**config.mk**
```make
export PLATFORM = sky130hd
export DESIGN_NAME = stq_ctrl
export DESIGN_NICKNAME = d
export VERILOG_FILES = /design/src/rtl/stq_pkg.sv /design/src/rtl/stq_ctrl.sv
export SDC_FILE = /design/constraint.sdc
export NUM_CORES = 1
export LEC_CHECK = 0
export ABC_AREA = 1
export ABC_CLOCK_PERIOD_IN_PS = 1900
export BUFFER_PORTS_ARGS = -buffer_cell sky130_fd_sc_hd__clkbuf_2
export CAP_MARGIN = 20
export CORE_AREA = 3 3 40 42
export DETAILED_ROUTE_END_ITERATION = 16
export DIE_AREA = 0 0 43 45
export GPL_ROUTABILITY_DRIVEN = 0
export PLACE_DENSITY_LB_ADDON = 0.15
export SLEW_MARGIN = 10
export SYNTH_ARGS = -nofsm -noshare
export SYNTH_HDL_FRONTEND = slang
export SYNTH_SLANG_ARGS = --single-unit
```
**constraint.sdc**
```tcl
create_clock -name clk -period 1.9 [get_ports clk]
set_clock_uncertainty 0.05 [all_clocks]
set_input_delay 0.38 -clock clk [delete_from_list [all_inputs] [get_ports clk]]
set_output_delay 0.38 -clock clk [all_outputs]
set_load 0.01 [all_outputs]
```
**src/rtl/stq_pkg.sv**
```systemverilog
`timescale 1ns / 1ps
// Shared types, codes and helpers for the sparse table range query block.
package stq_pkg;

    localparam logic OP_WRITE = 1'b0;
    localparam logic OP_QUERY = 1'b1;

    localparam logic CFG_MERGE_MODE    = 1'b0;
    localparam logic CFG_ACTIVE_LENGTH = 1'b1;

    localparam int          CFG_DATA_W          = 9;
    localparam logic [8:0]  ACTIVE_LENGTH_RESET = 9'd256;

    typedef struct packed {
        logic clr_step;
        logic elem_write;
        logic q_latch;
        logic rb_init;
        logic rb_next_level;
        logic rb_read;
        logic rb_write;
        logic q_read;
        logic out_load;
    } stq_cmd_t;

    typedef struct packed {
        logic clr_last;
        logic q_error;
        logic level_ok;
        logic last_read;
        logic out_free;
    } stq_status_t;

    function automatic logic [3:0] floor_log2_9(input logic [8:0] x);
        logic [3:0] k;
        k = '0;
        for (int b = 1; b < 9; b++)
        begin
            if (x[b])
            begin
                k = 4'(b);
            end
        end
        return k;
    endfunction

endpackage

```
**src/rtl/stq_ctrl.sv**
```systemverilog
`timescale 1ns / 1ps
// Controller: clearing pass, item intake, table rebuild sequence and query steps.
module stq_ctrl
    import stq_pkg::*;
(
    input  logic        clk,
    input  logic        rst_n,
    input  logic        in_valid,
    input  logic        in_opcode,
    output logic        in_ready,
    input  logic        cfg_we,
    input  stq_status_t status,
    output stq_cmd_t    cmd
);

    localparam logic [2:0] S_CLEAR    = 3'd0;
    localparam logic [2:0] S_IDLE     = 3'd1;
    localparam logic [2:0] S_CHECK    = 3'd2;
    localparam logic [2:0] S_RB_LEVEL = 3'd3;
    localparam logic [2:0] S_RB_RUN   = 3'd4;
    localparam logic [2:0] S_RB_DRAIN = 3'd5;
    localparam logic [2:0] S_Q_READ   = 3'd6;
    localparam logic [2:0] S_RESULT   = 3'd7;

    logic [2:0] state_reg;
    logic [2:0] state_next;
    logic       current_reg;
    logic       current_next;
    logic       pend_reg;
    logic       accept;

    assign in_ready = (state_reg == S_IDLE);
    assign accept   = in_valid && in_ready;

    always_comb
    begin
        state_next   = state_reg;
        current_next = current_reg;
        cmd          = '0;
        cmd.rb_write = pend_reg;

        if (cfg_we)
        begin
            current_next = 1'b0;
        end

        unique case (state_reg)
            S_CLEAR:
            begin
                cmd.clr_step = 1'b1;
                if (status.clr_last)
                begin
                    state_next = S_IDLE;
                end
            end
            S_IDLE:
            begin
                if (accept)
                begin
                    if (in_opcode == OP_WRITE)
                    begin
                        cmd.elem_write = 1'b1;
                        current_next   = 1'b0;
                    end
                    else
                    begin
                        cmd.q_latch = 1'b1;
                        state_next  = S_CHECK;
                    end
                end
            end
            S_CHECK:
            begin
                if (status.q_error)
                begin
                    state_next = S_RESULT;
                end
                else if (!current_reg)
                begin
                    cmd.rb_init = 1'b1;
                    state_next  = S_RB_LEVEL;
                end
                else
                begin
                    state_next = S_Q_READ;
                end
            end
            S_RB_LEVEL:
            begin
                if (status.level_ok)
                begin
                    state_next = S_RB_RUN;
                end
                else
                begin
                    current_next = 1'b1;
                    state_next   = S_Q_READ;
                end
            end
            S_RB_RUN:
            begin
                cmd.rb_read = 1'b1;
                if (status.last_read)
                begin
                    state_next = S_RB_DRAIN;
                end
            end
            S_RB_DRAIN:
            begin
                // last write of the level lands here; next level reads after it
                cmd.rb_next_level = 1'b1;
                state_next        = S_RB_LEVEL;
            end
            S_Q_READ:
            begin
                cmd.q_read = 1'b1;
                state_next = S_RESULT;
            end
            S_RESULT:
            begin
                if (status.out_free)
                begin
                    cmd.out_load = 1'b1;
                    state_next   = S_IDLE;
                end
            end
            default:
            begin
                state_next = S_IDLE;
            end
        endcase
    end

    always_ff @(posedge clk or negedge rst_n)
    begin
        if (!rst_n)
        begin
            state_reg   <= S_CLEAR;
            current_reg <= 1'b0;
            pend_reg    <= 1'b0;
        end
        else
        begin
            state_reg   <= state_next;
            current_reg <= current_next;
            pend_reg    <= (state_reg == S_RB_RUN);
        end
    end

endmodule

```
==> results of run 1 <==
==> cells in the mapped netlist, drive strengths merged <==
master  number  share of area, %
o22ai        1               1.6
nor3         4               6.3
a21oi        2               2.5
nor2        10                10
nand4        1               1.6
buf          2               3.8
nand2       12                11
inv         14                13
clkinv       1               2.2
o21bai       1               1.9
dfrtp        5                32
nand3        8                11
o21ai        2               2.5
==> power breakdown <==
part           total (mW)  leakage, nW  internal (mW)  switching (mW)
clock               0.123       0.0150         0.0794          0.0434
combinational       0.434        0.264          0.157           0.277
sequential          0.222       0.0622          0.156          0.0664
total               0.779        0.341          0.392           0.387
==> metal layers <==
metal	part of all wire [%]	GRT usage (%)	routed length (um)
met1	43	15.2	430
met2	48	18.9	489
met3	9.0	4.78	91
met5	0	0	0
met4	0	3.61	0
==> cell type report <==
type | count | area (um^2)
Clock buffer | 4 | 26.3
Fill cell | 157 | 753
Inverter | 15 | 61.3
Multi-Input combinational cell | 41 | 195
Sequential cell | 5 | 125
Tap cell | 15 | 18.8
Timing Repair Buffer | 20 | 105
==> worst paths after layout <==
check	startpoint	end	cells past startpoint	slack, ns
max	state_reg[2]$_DFFE_PN0P_	cmd[7]	6	0.15
min	in_opcode	current_reg$_DFF_PN0_	3	0.32
max reg2reg	state_reg[0]$_DFFE_PN0P_	state_reg[2]$_DFFE_PN0P_	6	0.60
min reg2reg	state_reg[0]$_DFFE_PN0P_	state_reg[1]$_DFFE_PN0P_	2	0.62
max in group asynchronous	rst_n	state_reg[2]$_DFFE_PN0P_	2	1.22
min in group asynchronous	rst_n	current_reg$_DFF_PN0_	2	0.44
==> repair_timing <==
| action | 4_1_cts | 5_1_grt |
|---|---|---|
| resized for setup | 0 | 0 |
| hold endpoints to repair | 5 | 0 |
| hold buffers | 1 | 0 |
==> worst max-delay path: cells and delay by family (launching register included) <==
family,cells,cell delay (ns)
simple gates,3,0.26
buf+inv,3,0.34
flops,1,0.48
==> cells by family (layout without fill, tap and decap cells) <==
| kind of cell | after synthesis | after routing |
|---|---|---|
| compound gates | 6 | 6 |
| flops | 5 | 5 |
| buf+inv | 17 | 39 |
| simple gates | 35 | 35 |
==> metrics by stage <==
stage               hold WS [ns]  cells
detailed placement         0.152     95
global route               0.344    100
CTS                        0.320    100
finish                     0.324    100
global placement           0.154     95
floorplan                 0.0344     63
==> results.json, run 1 <==
{
  "status": "completed",
  "final_max_slew_viol_count": 0,
  "crit_chain": "clkinv_4, nand3_2, inv_1, nand2_1, nor2_1, clkbuf_2",
  "numCtsBuffers": 3,
  "drv_cap": 0,
  "synth_mux_area_share_pct": 0,
  "synth_seq_cells": 5,
  "clk-insertion-delay-late_ns": 0.24,
  "grt_pass1_wl_mm": 1.71,
  "die_width_um": 43,
  "final_area_um2": 532,
  "antenna_found_initial": 0,
  "cpPeakStageDelay_ns": 0.48,
  "clockRootBuffer": "clkbuf_4",
  "viasPerCell": 4.62,
  "die_h_um": 45,
  "utilization_pct": 41.4,
  "post_dp_cell_area_um2": 495,
  "crit_fanout": 9,
  "htree_levels": 1,
  "tritoncts": "yes",
  "ys_seq_area_share_pct": 31.5,
  "largest_register_ffs": 3,
  "wl_per_cell_um": 10.1,
  "io_buffers": 19,
  "dp_hpwl_um": 831,
  "tightest_slew_ns": 0.310,
  "die-area_um2": 1940,
  "wirelength_mm": 1.01,
  "setup_viol": 0,
  "finalSetupTns_ns": 0,
  "worst_ep_arrival_time_ns": 1.32,
  "critPathRequiredTime_ns": 1.47,
  "grt_pass1_vias": 423,
  "core_area_um2": 1280,
  "post-cts-setup-buffers": 0,
  "synth_adder_area_share_pct": 0,
  "peakVddDrop_uv": 600,
  "grt_use_total_pct": 12.0,
  "crit_type": "flip-flop to output port",
  "start_util_pct": 30.9,
  "ant_nets": 0,
  "finalWorstSetupSlack_ns": 0.146,
  "drtPass1Iterations": 4,
  "drtIter0Drc": 8,
  "synth_xor_area_share_pct": 0,
  "pre_cts_slack_ns": 0.391,
  "worstSetupEndpointType": "output port",
  "ios": 20,
  "cts.clk_slew.worst_paths_ns": 0.04,
  "synth_top_family_by_area": "simple AND/OR/NAND/NOR gates",
  "final_common_cell": "clkbuf_2",
  "drc": 0,
  "synth_compound_area_share_pct": 8.52,
  "grt_max_degree": 10,
  "nNetsFinal": 96,
  "grt-ovfl-total": 0,
  "fmax_mhz": 570,
  "hold_viol": 0,
  "p_total_mw": 0.779,
  "slew-limit-headroom_pct": 79.3,
  "cellPowerDensity_nw_per_um2": 1470,
  "rsz0062_at_grt": "false",
  "period_share_pct": 92.3,
  "syn_avg_cell_area_um2": 6.30,
  "cts_buffer_depth": 2,
  "diodes": 0,
  "syn_area_um2": 397,
  "synth_simple_gate_area_share_pct": 40.7,
  "cts_sinks": 5,
  "synth.net_count": 73,
  "p_leak_nw": 0.341,
  "ys.warnings.count": 0,
  "hold_class": "input pin to flip-flop",
  "drive_gt1_share_pct": 30.6,
  "fin_crit_ns": 1.75,
  "layout_common_cells": "clkbuf_2, inv_1, nand2_1",
  "num_rows": 13,
  "syn_inst": 63,
  "cpMaxStageDelayCell": "dfrtp_1",
  "syn_to_final_growth_pct": 34.1,
  "vias": 462,
  "critPathLaunchType": "flip-flop",
  "ys_types": 17
}
Power figures use the tool's default switching activity.
==> run 2: changes to the inputs <==
--- a/config.mk
+++ b/config.mk
@@ -14,6 +14,7 @@
 export DIE_AREA = 0 0 43 45
 export GPL_ROUTABILITY_DRIVEN = 0
 export PLACE_DENSITY_LB_ADDON = 0.15
+export REMOVE_ABC_BUFFERS = 1
 export SLEW_MARGIN = 10
 export SYNTH_ARGS = -nofsm -noshare
 export SYNTH_HDL_FRONTEND = slang
==> run 2 against run 1 <==
Net effect:
- power fell by 0.58%
- sequential power barely moved
- final cell count did not move
- die area did not move
- register-to-register slack improved by 0.03 ns
- clock power barely moved
- non-clock buffer count did not move
- first-iteration DRC count rose by 38%
- final area did not move
- core utilization did not move
- sequential share of layout area did not move
- routed wire length fell by 3.0%
- critical endpoint unchanged
- largest power group unchanged
- highest routed layer is now met4
==> results.json, run 2 (synthesized netlist as in run 1, its figures left out) <==
{
  "diodes": 0,
  "drc": 0,
  "syn_to_final_growth_pct": 34.1,
  "antenna_found_initial": 0,
  "utilization_pct": 41.4,
  "whs_path_depth": 3,
  "post_dp_cell_area_um2": 495,
  "worstHoldStart": "in_opcode",
  "drive_gt1_share_pct": 30.6,
  "ios": 20,
  "wl_per_cell_um": 9.81,
  "grt-ovfl-total": 0,
  "layout_common_cells": "clkbuf_2, inv_1, nand2_1",
  "die-area_um2": 1940,
  "min_to": "current_reg$_DFF_PN0_",
  "finalSetupTns_ns": 0,
  "dp_hpwl_um": 807,
  "clockRootBuffer": "clkbuf_4",
  "worst_ep_arrival_time_ns": 1.32,
  "rsz0062_at_grt": "false",
  "htree_levels": 1,
  "period_share_pct": 92.0,
  "core_area_um2": 1280,
  "start_util_pct": 30.9,
  "tritoncts": "yes",
  "hold_viol": 0,
  "dp_cells": 95,
  "final_max_slew_viol_count": 0,
  "grt_use_total_pct": 11.4,
  "setup_viol": 0,
  "vias": 452,
  "grt_pass1_vias": 400,
  "peakVddDrop_uv": 892,
  "status": "completed",
  "fmax_mhz": 572,
  "pre_cts_slack_ns": 0.402,
  "nNetsFinal": 96,
  "critPathLaunchType": "flip-flop",
  "slew-limit-headroom_pct": 77.7,
  "hold_class": "input pin to flip-flop",
  "num_rows": 13,
  "crit_fanout": 9,
  "r2r_slack_ns": 0.63,
  "grt_pass1_wl_mm": 1.56,
  "crit_type": "flip-flop to output port",
  "drtPass1Iterations": 4,
  "cts_sinks": 5,
  "tightest_slew_ns": 0.334,
  "io_buffers": 19,
  "die_width_um": 43,
  "clk-insertion-delay-late_ns": 0.24,
  "finalWorstSetupSlack_ns": 0.153,
  "critPathRequiredTime_ns": 1.47,
  "layout.cells.non_filler": 100,
  "fin_crit_ns": 1.75,
  "largest_register_ffs": 3,
  "grt_max_degree": 10,
  "drtIter0Drc": 11,
  "final_common_cell": "clkbuf_2",
  "r2r_cells": 6,
  "cts.clk_slew.worst_paths_ns": 0.04,
  "p_leak_nw": 0.341,
  "cellPowerDensity_nw_per_um2": 1460,
  "numCtsBuffers": 3,
  "reg2reg_to": "state_reg[1]$_DFFE_PN0P_",
  "wirelength_um": 981,
  "worstSetupEndpointType": "output port",
  "post-cts-setup-buffers": 0,
  "drv_cap": 0,
  "final_area_um2": 532,
  "r2r_start": "state_reg[1]$_DFFE_PN0P_",
  "viasPerCell": 4.52,
  "ant_nets": 0,
  "die_h_um": 45,
  "cts_buffer_depth": 2
}
==> run 2: report_power, final <==
part	switching [mW]	internal, mW	total, mW
Sequential	0.0670	0.156	0.223
Combinational	0.275	0.157	0.432
Clock	0.0403	0.0792	0.120
Total	0.383	0.392	0.775
==> run 2: area by class of cell <==
cell class / instances / area (um^2)
inverters: 15 / 61.3
multi-input cells: 41 / 195
clock buffers: 4 / 26.3
well taps: 15 / 18.8
fillers: 148 / 753
flip-flops and latches: 5 / 125
repair buffers: 20 / 105
==> run 2: per-layer routing <==
metal,track usage [%],part of all wire (%),vias up
met2,16.5,45,16
met3,4.78,7.1,2
li1,-,-,238
met1,14.1,47,196
met4,6.63,1.2,0
met5,0,0,-
==> run 2: timing repair <==
action | CTS | global route
hold buffers | 1 | 0
resized for setup | 0 | 0
endpoints found under the hold margin | 5 | 0
==> run 2: stage by stage <==
stage	hold slack, ns	power [mW]
floorplan	0.0344	0.516
detailed placement	0.148	0.658
CTS	0.362	0.787
global placement	0.150	0.658
finish	0.360	0.775
global route	0.385	0.869
==> run 2: worst max path at each step <==
stage,start,to
6_report,state_reg[2]$_DFFE_PN0P_,cmd[7]
3_3_place_gp,state_reg[2]$_DFFE_PN0P_,cmd[7]
3_5_place_dp,state_reg[2]$_DFFE_PN0P_,cmd[7]
5_1_grt,state_reg[2]$_DFFE_PN0P_,cmd[7]
4_1_cts,state_reg[2]$_DFFE_PN0P_,cmd[7]
2_1_floorplan,state_reg[2]$_DFFE_PN0P_,cmd[7]
==> run 2: worst max-delay path, stage by stage (launching register included) <==
cell      delay, ns
dfrtp_1        0.53
clkinv_4       0.15
nand3_2        0.12
inv_1          0.05
nand2_1        0.07
nor2_1         0.04
clkbuf_2       0.12
